--- src/sv/xbs_pkg.sv ---
package xbs_pkg;

    typedef enum logic [1:0] {
        ST_IDLE,
        ST_READ,
        ST_SEND
    } t_state;

    typedef enum logic [1:0] {
        PH_COLLECT,
        PH_WAIT_BLOCK,
        PH_WAIT_EOT
    } t_phase;

    localparam logic [1:0] CMD_PAYLOAD = 2'd0;
    localparam logic [1:0] CMD_LINK    = 2'd1;
    localparam logic [1:0] CMD_TIMEOUT = 2'd2;
    localparam logic [1:0] CMD_FINISH  = 2'd3;

    localparam logic [2:0] STAT_WORKING  = 3'd0;
    localparam logic [2:0] STAT_ACKED    = 3'd1;
    localparam logic [2:0] STAT_FINISHED = 3'd2;
    localparam logic [2:0] STAT_REJECTED = 3'd3;
    localparam logic [2:0] STAT_NO_RESP  = 3'd4;
    localparam logic [2:0] STAT_IGNORED  = 3'd5;

    localparam logic [7:0] BYTE_SOH = 8'h01;
    localparam logic [7:0] BYTE_EOT = 8'h04;
    localparam logic [7:0] BYTE_ACK = 8'h06;
    localparam logic [7:0] BYTE_NAK = 8'h15;

    localparam logic REG_MAX_ATTEMPTS = 1'b0;
    localparam logic REG_PAUSE_FROM   = 1'b1;

    localparam logic [7:0] MAX_ATTEMPTS_RST = 8'd16;
    localparam logic [7:0] PAUSE_FROM_RST   = 8'd7;
    localparam logic [7:0] SEQ_START        = 8'd1;

endpackage

--- src/sv/xbs_in_if.sv ---
interface xbs_in_if;
    logic       valid;
    logic       ready;
    logic [1:0] command;
    logic [7:0] payload_byte;
    logic       section_end;
    logic       console_mode;
    logic [7:0] link_byte;

    modport source (output valid, command, payload_byte, section_end, console_mode,
                    link_byte, input ready);
    modport sink (input valid, command, payload_byte, section_end, console_mode,
                  link_byte, output ready);
endinterface

--- src/sv/xbs_out_if.sv ---
interface xbs_out_if;
    logic        valid;
    logic        ready;
    logic [31:0] tx_word;
    logic [2:0]  tx_count;
    logic        pause_before;
    logic        console_valid;
    logic [7:0]  console_byte;
    logic [2:0]  status;
    logic        last;

    modport source (output valid, tx_word, tx_count, pause_before, console_valid,
                    console_byte, status, last, input ready);
    modport sink (input valid, tx_word, tx_count, pause_before, console_valid,
                  console_byte, status, last, output ready);
endinterface

--- src/sv/xbs_store.sv ---
module xbs_store #(
    parameter int WORDS = 33,
    parameter int AW    = 6
) (
    input  logic                i_clk,
    input  logic                i_we,
    input  logic [AW-1:0]       i_waddr,
    input  logic [1:0]          i_wlane,
    input  logic [7:0]          i_wdata,
    input  logic                i_re,
    input  logic [AW-1:0]       i_raddr,
    output logic [3:0][7:0]     o_rdata
);

    // one word per four frame positions, data bytes already at their frame lane
    logic [3:0][7:0] r_mem [WORDS];
    logic [3:0][7:0] r_rdata;

    always_ff @(posedge i_clk) begin
        if (i_we) begin
            r_mem[i_waddr][i_wlane] <= i_wdata;
        end
        if (i_re) begin
            r_rdata <= r_mem[i_raddr];
        end
    end

    assign o_rdata = r_rdata;

endmodule

--- src/sv/xmodem_block_sender.sv ---
// XMODEM block sender.
// i_req carries one request per handshake: a payload byte, a received link
// byte, a receive timeout or a finish command. o_res returns the results,
// each with up to four link bytes in tx_word (first byte in bits 7:0), and
// last marks the final result of a request.
// Configuration (attempt limit, pause threshold) is written through
// i_cfg_we / i_cfg_index / i_cfg_data while the block is idle; the user must ensure this.
// A request with one result: the result sits in the output register in the
// cycle after acceptance, and the next request is taken at once if the
// receiver takes that result in the same cycle.
// A frame: payload bytes sit in a frame store with one write and one read
// port, laid out by frame position; each of the (BLOCK_BYTES+7)/4 words is
// read from the store (ST_READ) and then loaded into the output register
// (ST_SEND), which waits while the output register is held. No request is
// taken while a frame goes out.
// When the receiver stalls, the output register holds and the sequencer
// waits. Reset empties the block, sets the sequence number to 1 and
// restores the register defaults; the frame store is not cleared.
module xmodem_block_sender #(
    parameter int BLOCK_BYTES = 128
) (
    input  logic         i_clk,
    input  logic         i_rst_n,
    xbs_in_if.sink       i_req,
    xbs_out_if.source    o_res,
    input  logic         i_cfg_we,
    input  logic         i_cfg_index,
    input  logic [7:0]   i_cfg_data
);

    localparam int TOTAL    = BLOCK_BYTES + 4;
    localparam int WORDS    = (TOTAL + 3) / 4;
    localparam int AW       = $clog2(WORDS);
    localparam int PW       = AW + 2;
    localparam int FW       = $clog2(BLOCK_BYTES + 1);
    localparam int CNT_LAST = TOTAL - 4 * (WORDS - 1);

    xbs_pkg::t_state r_state, n_state;
    xbs_pkg::t_phase r_phase, n_phase;
    logic [FW-1:0]   r_fill, n_fill;
    logic [7:0]      r_seq, n_seq;
    logic [7:0]      r_sum, n_sum;
    logic [7:0]      r_att, n_att;
    logic            r_bcons, n_bcons;
    logic [AW-1:0]   r_wcnt, n_wcnt;
    logic [7:0]      r_max_att;
    logic [7:0]      r_pause_from;

    logic            r_out_valid, n_out_valid;
    logic [31:0]     r_tx_word, n_tx_word;
    logic [2:0]      r_tx_count, n_tx_count;
    logic            r_pause, n_pause;
    logic            r_cv, n_cv;
    logic [7:0]      r_cb, n_cb;
    logic [2:0]      r_status, n_status;
    logic            r_last, n_last;

    logic            mem_we;
    logic            mem_re;
    logic [PW-1:0]   wpos;
    logic [3:0][7:0] mem_rdata;
    logic [3:0][7:0] frame_word;

    logic            out_free;
    logic            acc;

    assign out_free    = !r_out_valid || o_res.ready;
    assign i_req.ready = (r_state == xbs_pkg::ST_IDLE) && out_free;
    assign acc         = i_req.valid && i_req.ready;
    assign wpos        = PW'(r_fill) + PW'(3);
    assign mem_re      = (r_state == xbs_pkg::ST_READ);

    xbs_store #(
        .WORDS (WORDS),
        .AW    (AW)
    ) u_store (
        .i_clk   (i_clk),
        .i_we    (mem_we),
        .i_waddr (AW'(wpos >> 2)),
        .i_wlane (wpos[1:0]),
        .i_wdata (i_req.payload_byte),
        .i_re    (mem_re),
        .i_raddr (r_wcnt),
        .o_rdata (mem_rdata)
    );

    // patch header, checksum and unfilled lanes into the word read from the store
    always_comb begin
        logic [PW-1:0] pos;
        for (int l = 0; l < 4; l++) begin
            pos = {r_wcnt, 2'(l)};
            if (pos == PW'(0)) begin
                frame_word[l] = xbs_pkg::BYTE_SOH;
            end else if (pos == PW'(1)) begin
                frame_word[l] = r_seq;
            end else if (pos == PW'(2)) begin
                frame_word[l] = ~r_seq;
            end else if (pos == PW'(BLOCK_BYTES + 3)) begin
                frame_word[l] = r_sum;
            end else if (pos < PW'(r_fill) + PW'(3)) begin
                frame_word[l] = mem_rdata[l];
            end else begin
                frame_word[l] = 8'h00;
            end
        end
    end

    always_ff @(posedge i_clk) begin
        if (!i_rst_n) begin
            r_max_att    <= xbs_pkg::MAX_ATTEMPTS_RST;
            r_pause_from <= xbs_pkg::PAUSE_FROM_RST;
        end else if (i_cfg_we) begin
            unique case (i_cfg_index)
                xbs_pkg::REG_MAX_ATTEMPTS: r_max_att    <= i_cfg_data;
                xbs_pkg::REG_PAUSE_FROM:   r_pause_from <= i_cfg_data;
                default: ;
            endcase
        end
    end

    always_ff @(posedge i_clk) begin
        if (!i_rst_n) begin
            r_state     <= xbs_pkg::ST_IDLE;
            r_phase     <= xbs_pkg::PH_COLLECT;
            r_fill      <= '0;
            r_seq       <= xbs_pkg::SEQ_START;
            r_sum       <= '0;
            r_att       <= '0;
            r_bcons     <= 1'b0;
            r_wcnt      <= '0;
            r_out_valid <= 1'b0;
        end else begin
            r_state     <= n_state;
            r_phase     <= n_phase;
            r_fill      <= n_fill;
            r_seq       <= n_seq;
            r_sum       <= n_sum;
            r_att       <= n_att;
            r_bcons     <= n_bcons;
            r_wcnt      <= n_wcnt;
            r_out_valid <= n_out_valid;
        end
    end

    always_ff @(posedge i_clk) begin
        r_tx_word  <= n_tx_word;
        r_tx_count <= n_tx_count;
        r_pause    <= n_pause;
        r_cv       <= n_cv;
        r_cb       <= n_cb;
        r_status   <= n_status;
        r_last     <= n_last;
    end

    always_comb begin
        logic [7:0]    link;
        logic [7:0]    att_inc;
        logic [FW-1:0] fill_inc;
        logic          single;

        n_state     = r_state;
        n_phase     = r_phase;
        n_fill      = r_fill;
        n_seq       = r_seq;
        n_sum       = r_sum;
        n_att       = r_att;
        n_bcons     = r_bcons;
        n_wcnt      = r_wcnt;
        n_out_valid = r_out_valid && !o_res.ready;
        n_tx_word   = r_tx_word;
        n_tx_count  = r_tx_count;
        n_pause     = r_pause;
        n_cv        = r_cv;
        n_cb        = r_cb;
        n_status    = r_status;
        n_last      = r_last;
        mem_we      = 1'b0;
        single      = 1'b0;

        link     = (i_req.command == xbs_pkg::CMD_TIMEOUT) ? xbs_pkg::BYTE_NAK
                                                           : i_req.link_byte;
        att_inc  = r_att + 8'd1;
        fill_inc = r_fill + FW'(1);

        unique case (r_state)
            xbs_pkg::ST_IDLE: begin
                if (acc) begin
                    // default single result, adjusted below
                    single     = 1'b1;
                    n_tx_word  = '0;
                    n_tx_count = '0;
                    n_pause    = 1'b0;
                    n_cv       = 1'b0;
                    n_cb       = '0;
                    n_status   = xbs_pkg::STAT_IGNORED;
                    n_last     = 1'b1;
                    if (i_req.command == xbs_pkg::CMD_PAYLOAD) begin
                        if (r_phase == xbs_pkg::PH_COLLECT &&
                            r_fill != FW'(BLOCK_BYTES)) begin
                            mem_we = 1'b1;
                            n_fill = fill_inc;
                            n_sum  = r_sum + i_req.payload_byte;
                            if (fill_inc == FW'(BLOCK_BYTES) || i_req.section_end) begin
                                n_bcons = i_req.section_end && i_req.console_mode;
                                n_att   = '0;
                                n_phase = xbs_pkg::PH_WAIT_BLOCK;
                                n_wcnt  = '0;
                                n_state = xbs_pkg::ST_READ;
                                single  = 1'b0;
                            end else begin
                                n_status = xbs_pkg::STAT_WORKING;
                            end
                        end
                    end else if (i_req.command == xbs_pkg::CMD_FINISH) begin
                        if (r_phase == xbs_pkg::PH_COLLECT && r_fill == '0) begin
                            n_att      = '0;
                            n_phase    = xbs_pkg::PH_WAIT_EOT;
                            n_tx_word  = {24'd0, xbs_pkg::BYTE_EOT};
                            n_tx_count = 3'd1;
                            n_pause    = (r_pause_from == 8'd0);
                            n_status   = xbs_pkg::STAT_WORKING;
                        end
                    end else if (r_phase != xbs_pkg::PH_COLLECT) begin
                        if (link == xbs_pkg::BYTE_ACK) begin
                            if (r_phase == xbs_pkg::PH_WAIT_EOT) begin
                                n_seq    = xbs_pkg::SEQ_START;
                                n_status = xbs_pkg::STAT_FINISHED;
                            end else begin
                                n_seq    = r_seq + 8'd1;
                                n_status = xbs_pkg::STAT_ACKED;
                            end
                            n_fill  = '0;
                            n_sum   = '0;
                            n_att   = '0;
                            n_bcons = 1'b0;
                            n_phase = xbs_pkg::PH_COLLECT;
                        end else if (r_phase == xbs_pkg::PH_WAIT_BLOCK && r_bcons &&
                                     link != xbs_pkg::BYTE_NAK) begin
                            // pass the reply to the console, no resend
                            n_cv     = 1'b1;
                            n_cb     = link;
                            n_status = xbs_pkg::STAT_WORKING;
                        end else if (att_inc >= r_max_att) begin
                            n_status = (link == xbs_pkg::BYTE_NAK) ? xbs_pkg::STAT_REJECTED
                                                                   : xbs_pkg::STAT_NO_RESP;
                            n_fill   = '0;
                            n_seq    = xbs_pkg::SEQ_START;
                            n_sum    = '0;
                            n_att    = '0;
                            n_bcons  = 1'b0;
                            n_phase  = xbs_pkg::PH_COLLECT;
                        end else begin
                            n_att = att_inc;
                            if (r_phase == xbs_pkg::PH_WAIT_EOT) begin
                                n_tx_word  = {24'd0, xbs_pkg::BYTE_EOT};
                                n_tx_count = 3'd1;
                                n_pause    = (att_inc >= r_pause_from);
                                n_status   = xbs_pkg::STAT_WORKING;
                            end else begin
                                n_wcnt  = '0;
                                n_state = xbs_pkg::ST_READ;
                                single  = 1'b0;
                            end
                        end
                    end
                    if (single) begin
                        n_out_valid = 1'b1;
                    end
                end
            end
            xbs_pkg::ST_READ: begin
                n_state = xbs_pkg::ST_SEND;
            end
            xbs_pkg::ST_SEND: begin
                // hold the read word until the output register frees up
                if (out_free) begin
                    n_out_valid = 1'b1;
                    n_tx_word   = frame_word;
                    n_cv        = 1'b0;
                    n_cb        = '0;
                    n_status    = xbs_pkg::STAT_WORKING;
                    n_pause     = (r_wcnt == '0) && (r_att >= r_pause_from);
                    if (r_wcnt == AW'(WORDS - 1)) begin
                        n_tx_count = 3'(CNT_LAST);
                        n_last     = 1'b1;
                        n_state    = xbs_pkg::ST_IDLE;
                    end else begin
                        n_tx_count = 3'd4;
                        n_last     = 1'b0;
                        n_wcnt     = r_wcnt + AW'(1);
                        n_state    = xbs_pkg::ST_READ;
                    end
                end
            end
            default: begin
                n_state = xbs_pkg::ST_IDLE;
            end
        endcase
    end

    assign o_res.valid         = r_out_valid;
    assign o_res.tx_word       = r_tx_word;
    assign o_res.tx_count      = r_tx_count;
    assign o_res.pause_before  = r_pause;
    assign o_res.console_valid = r_cv;
    assign o_res.console_byte  = r_cb;
    assign o_res.status        = r_status;
    assign o_res.last          = r_last;

endmodule
--- src/flat_wrapper.sv ---
// flat-port wrapper written by rule: the top's interface ports become plain ports
module xmodem_block_sender_flat 
#(
    parameter int BLOCK_BYTES = 128
)
  (i_clk, i_rst_n, i_cfg_we, i_cfg_index, i_cfg_data, i_req_valid, i_req_command, i_req_payload_byte, i_req_section_end, i_req_console_mode, i_req_link_byte, i_req_ready, o_res_valid, o_res_tx_word, o_res_tx_count, o_res_pause_before, o_res_console_valid, o_res_console_byte, o_res_status, o_res_last, o_res_ready);
  xbs_in_if i_req_i ();
  xbs_out_if o_res_i ();
  input  logic i_clk;
  input  logic i_rst_n;
  input  logic i_cfg_we;
  input  logic i_cfg_index;
  input  logic [7:0] i_cfg_data;
  input wire logic [$bits(i_req_i.valid)-1:0] i_req_valid;
  input wire logic [$bits(i_req_i.command)-1:0] i_req_command;
  input wire logic [$bits(i_req_i.payload_byte)-1:0] i_req_payload_byte;
  input wire logic [$bits(i_req_i.section_end)-1:0] i_req_section_end;
  input wire logic [$bits(i_req_i.console_mode)-1:0] i_req_console_mode;
  input wire logic [$bits(i_req_i.link_byte)-1:0] i_req_link_byte;
  output wire logic [$bits(i_req_i.ready)-1:0] i_req_ready;
  output wire logic [$bits(o_res_i.valid)-1:0] o_res_valid;
  output wire logic [$bits(o_res_i.tx_word)-1:0] o_res_tx_word;
  output wire logic [$bits(o_res_i.tx_count)-1:0] o_res_tx_count;
  output wire logic [$bits(o_res_i.pause_before)-1:0] o_res_pause_before;
  output wire logic [$bits(o_res_i.console_valid)-1:0] o_res_console_valid;
  output wire logic [$bits(o_res_i.console_byte)-1:0] o_res_console_byte;
  output wire logic [$bits(o_res_i.status)-1:0] o_res_status;
  output wire logic [$bits(o_res_i.last)-1:0] o_res_last;
  input wire logic [$bits(o_res_i.ready)-1:0] o_res_ready;
  assign i_req_i.valid = i_req_valid;
  assign i_req_i.command = i_req_command;
  assign i_req_i.payload_byte = i_req_payload_byte;
  assign i_req_i.section_end = i_req_section_end;
  assign i_req_i.console_mode = i_req_console_mode;
  assign i_req_i.link_byte = i_req_link_byte;
  assign i_req_ready = i_req_i.ready;
  assign o_res_valid = o_res_i.valid;
  assign o_res_tx_word = o_res_i.tx_word;
  assign o_res_tx_count = o_res_i.tx_count;
  assign o_res_pause_before = o_res_i.pause_before;
  assign o_res_console_valid = o_res_i.console_valid;
  assign o_res_console_byte = o_res_i.console_byte;
  assign o_res_status = o_res_i.status;
  assign o_res_last = o_res_i.last;
  assign o_res_i.ready = o_res_ready;
  xmodem_block_sender #(.BLOCK_BYTES(BLOCK_BYTES)) u_core (.i_clk(i_clk), .i_rst_n(i_rst_n), .i_req(i_req_i), .o_res(o_res_i), .i_cfg_we(i_cfg_we), .i_cfg_index(i_cfg_index), .i_cfg_data(i_cfg_data));
endmodule
--- config.mk ---
export PLATFORM = sky130hd
export DESIGN_NAME = xmodem_block_sender_flat
export DESIGN_NICKNAME = d
export VERILOG_FILES = /design/src/sv/xbs_pkg.sv /design/src/sv/xbs_in_if.sv /design/src/sv/xbs_out_if.sv /design/src/sv/xbs_store.sv /design/src/sv/xmodem_block_sender.sv /design/src/flat_wrapper.sv
export SDC_FILE = /design/constraint.sdc
export NUM_CORES = 1
export LEC_CHECK = 0
export BUFFER_PORTS_ARGS = -buffer_cell sky130_fd_sc_hd__buf_2
export CORE_MARGIN = 3
export CORE_UTILIZATION = 63
export DETAILED_ROUTE_END_ITERATION = 8
export PLACE_DENSITY = 0.82
export SLEW_MARGIN = 30
export SYNTH_ARGS = -nofsm -noshare
export SYNTH_HDL_FRONTEND = slang
export SYNTH_SLANG_ARGS = --single-unit
--- constraint.sdc ---
create_clock -name i_clk -period 5.4 [get_ports i_clk]
set_input_delay 1.08 -clock i_clk [delete_from_list [all_inputs] [get_ports i_clk]]
set_output_delay 1.08 -clock i_clk [all_outputs]
set_load 0.03 [all_outputs]
==> run metrics <==
Yosys reg bits=1196; max frequency=232 MHz; period utilisation layout=79.7%; worst min-delay path category=register to register; Worst Setup Path Type=register to register; synth-to-layout area growth=11.2%; FP Rows=100; crit path DAT=4.59 ns; Post-CTS Hold Fix Bufs=0; Port Buffers=83; Synth Instances=2457; crit path max fanout=13; outcome=complete, no violations; pin count of the biggest net entering global routing=120; Cell variety after synth=72; Ports=85; VDD IR-drop max=0.000278 V; Avg WL per Cell=35.0 µm; total power=0.0189 W; antenna viol nets, final=0; Final Setup Violations=0; Routed WL=127000 µm; DP HPWL=70800 µm; CTS Buffer Depth=3; utilization after layout=71.1%; post-synthesis sequential area ratio=73.8%; chip width=282 µm; Synth Cell Area=0.0478 mm²; final count of pins violating max slew=0; die height=282 µm; Setup Buffers After CTS=0; largest stage delay on the critical path=0.91 ns; initial antenna violation count=3; Via density=7.27; Slowest-stage cell, CP=nor3b_2; Max Clock Skew=0.0261 ns; MaxCap Viol Count=0; CTS Buf Count=110; Starting DRT DRC Count=4323; Post-synth EDFFs=1136; first-pass GRT wire length=185000 µm; crit end category=register; RSZ-0062 raised after global routing=false; TritonRoute pass-1 iters=7; PwrDens=354 mW/mm²; ys async rst share=0%; pin slew with the least headroom to its limit=1.06 ns; net count after synthesis=2542; register area=0.0353 mm²; Fin. Hold Viols=0; clk_lat worst skew=0.68 ns; hold slack=0.461 ns; Mapped Avg Cell Area=19.5 µm²; GRT overflow=0; vias in the first global route=25800; # DRC=0; setup TNS=0 ns; layout cells sized above 1=24.0%; data required time of the critical path=5.68 ns; via count=26400; Placed Area=0.0495 mm²; Initial Util=63.9%; fin nets=2650; die footprint=0.0793 mm²; Ys Warns=0; crit path cell chain=nand3_1 -> nor3_1 -> xnor2_1 -> nor3b_2 -> nand2_1 -> nor2_1; clk slew on worst S/H paths=0.07 ns; LEAKAGE=16.4 nW; number of diodes=0; critical path launch point type=register; core box area=0.0748 mm²; post_cts resized=0; clk root buf=clkbuf_16; Filler Cells Inserted=4040; Slew headroom=29.1%; final instance area=0.0532 mm²; Post-synth top flop=edfxtp_1; area of the multi-input gates=0.0119 mm²; clock sink count=1196; routability cong.=0.901; fin crit period=4.31 ns; CTS tree=built; CTS H-tree depth=3; GRT Total Usage=32.7%
layout by cell type, fill, tap and decap left out, drive strengths merged, types with 24 or more instances in the layout:
cell type  synthesis  routed
edfxtp          1136    1136
clkbuf            85     128
dfxtp             60      60
inv               35      38
buf               39     120
nor2             218     218
a21oi             49      49
o21ai             53      53
ha                50      50
clkinv             0      49
mux4             320     320
nand2            128     128
mux2i             38      38
a22oi             24      24
critical path: cells and delay by family (launching register included):
kind          cells  cell delay [ns]
xor+xnor          1             0.37
flops             1             0.68
simple gates      5             2.85
report_power, final:
| group | switching [W] | leakage (nW) | total, W | internal, W |
|---|---|---|---|---|
| logic | 0.000422 | 3.88 | 0.000571 | 0.000149 |
| clock network | 0.00346 | 1.80 | 0.00808 | 0.00461 |
| registers | 0.0000254 | 10.8 | 0.0102 | 0.0102 |
| total | 0.00391 | 16.4 | 0.0189 | 0.0149 |
per-stage QoR:
step,setup slack [ns],cells
global route,1.07,3626
CTS,1.30,3625
finish,1.09,3626
floorplan,2.21,2457
global placement,1.22,3418
detailed placement,1.02,3421
routing by layer:
layer	routed length [µm]	track usage, %	share of wire (%)
met4	5710	12.9	4.5
met1	44100	45.8	35
met5	23	0	0.018
met3	16300	6.93	13
met2	60800	51.7	48
cells by family (layout without fill, tap and decap cells):
| family | after synthesis | count (layout) | synth area share, % |
|---|---|---|---|
| multiplexers | 359 | 359 | 15.9 |
| flip-flops | 1196 | 1196 | 73.8 |
| adder cells (fa/ha/maj) | 51 | 51 | 1.35 |
| AO/OA/AOI/OAI | 190 | 190 | 2.63 |
| other | 1 | 1 | 0.00784 |
| AND/OR/NAND/NOR | 472 | 472 | 4.43 |
| XOR/XNOR | 29 | 29 | 0.531 |
| buffers and inverters | 159 | 359 | 1.35 |
cells in the mapped netlist (15+ instances only):
cell type | n | area, µm²
a22oi_1 | 24 | 180
clkbuf_1 | 85 | 319
dfxtp_1 | 60 | 1200
mux4_2 | 320 | 7210
nand2_1 | 128 | 480
nand3_1 | 23 | 115
xnor2_1 | 15 | 131
nor2_1 | 218 | 818
nor3_1 | 19 | 95.1
a21oi_1 | 48 | 240
and2_1 | 20 | 125
buf_2 | 22 | 110
edfxtp_1 | 1136 | 34100
mux2i_1 | 38 | 380
ha_1 | 50 | 626
inv_1 | 35 | 131
o21ai_0 | 49 | 245
worst paths after layout:
| kind | startpoint | endpoint | slack (ns) | cells after the start |
|---|---|---|---|---|
| min reg2reg | u_core.r_max_att[7]$_SDFFE_PN0P_ | u_core.r_max_att[7]$_SDFFE_PN0P_ | 0.46 | 2 |
| max reg2reg | u_core.r_fill[4]$_SDFFE_PN0P_ | u_core.u_store.r_mem[11][20]$_DFFE_PP_ | 1.09 | 6 |
| max | u_core.r_fill[4]$_SDFFE_PN0P_ | u_core.u_store.r_mem[11][20]$_DFFE_PP_ | 1.09 | 6 |
| min | u_core.r_max_att[7]$_SDFFE_PN0P_ | u_core.r_max_att[7]$_SDFFE_PN0P_ | 0.46 | 2 |
layout make-up:
type | count | area share, %
Clock inverter | 76 | 1.59
Timing Repair Buffer | 120 | 1.66
Clock buffer | 128 | 5.38
Tap cell | 969 | 2.28
Inverter | 35 | 0.247
Sequential cell | 1196 | 66.4
Multi-Input combinational cell | 1102 | 22.4
registers in the layout (all words and copies together) (netlist names):
| signal | count |
|---|---|
| u_core.o_res.console_byte | 8 |
| u_core.r_wcnt | 6 |
| u_core.o_res.valid | 1 |
| u_core.r_pause_from | 8 |
| u_core.u_store.r_mem | 1056 |
| u_core.r_state | 2 |
| u_core.o_res.pause_before | 1 |
| u_core.r_phase | 2 |
| u_core.r_seq | 8 |
| u_core.r_max_att | 8 |
| u_core.o_res.console_valid | 1 |
| u_core.r_fill | 8 |
| u_core.r_bcons | 1 |
| u_core.o_res.last | 1 |
| u_core.o_res.tx_count | 2 |
| u_core.u_store.o_rdata | 32 |
| u_core.r_att | 8 |
| u_core.o_res.tx_word | 32 |
| u_core.o_res.status | 3 |
| u_core.r_sum | 8 |
Note: power is estimated with default switching activity, not from simulation.
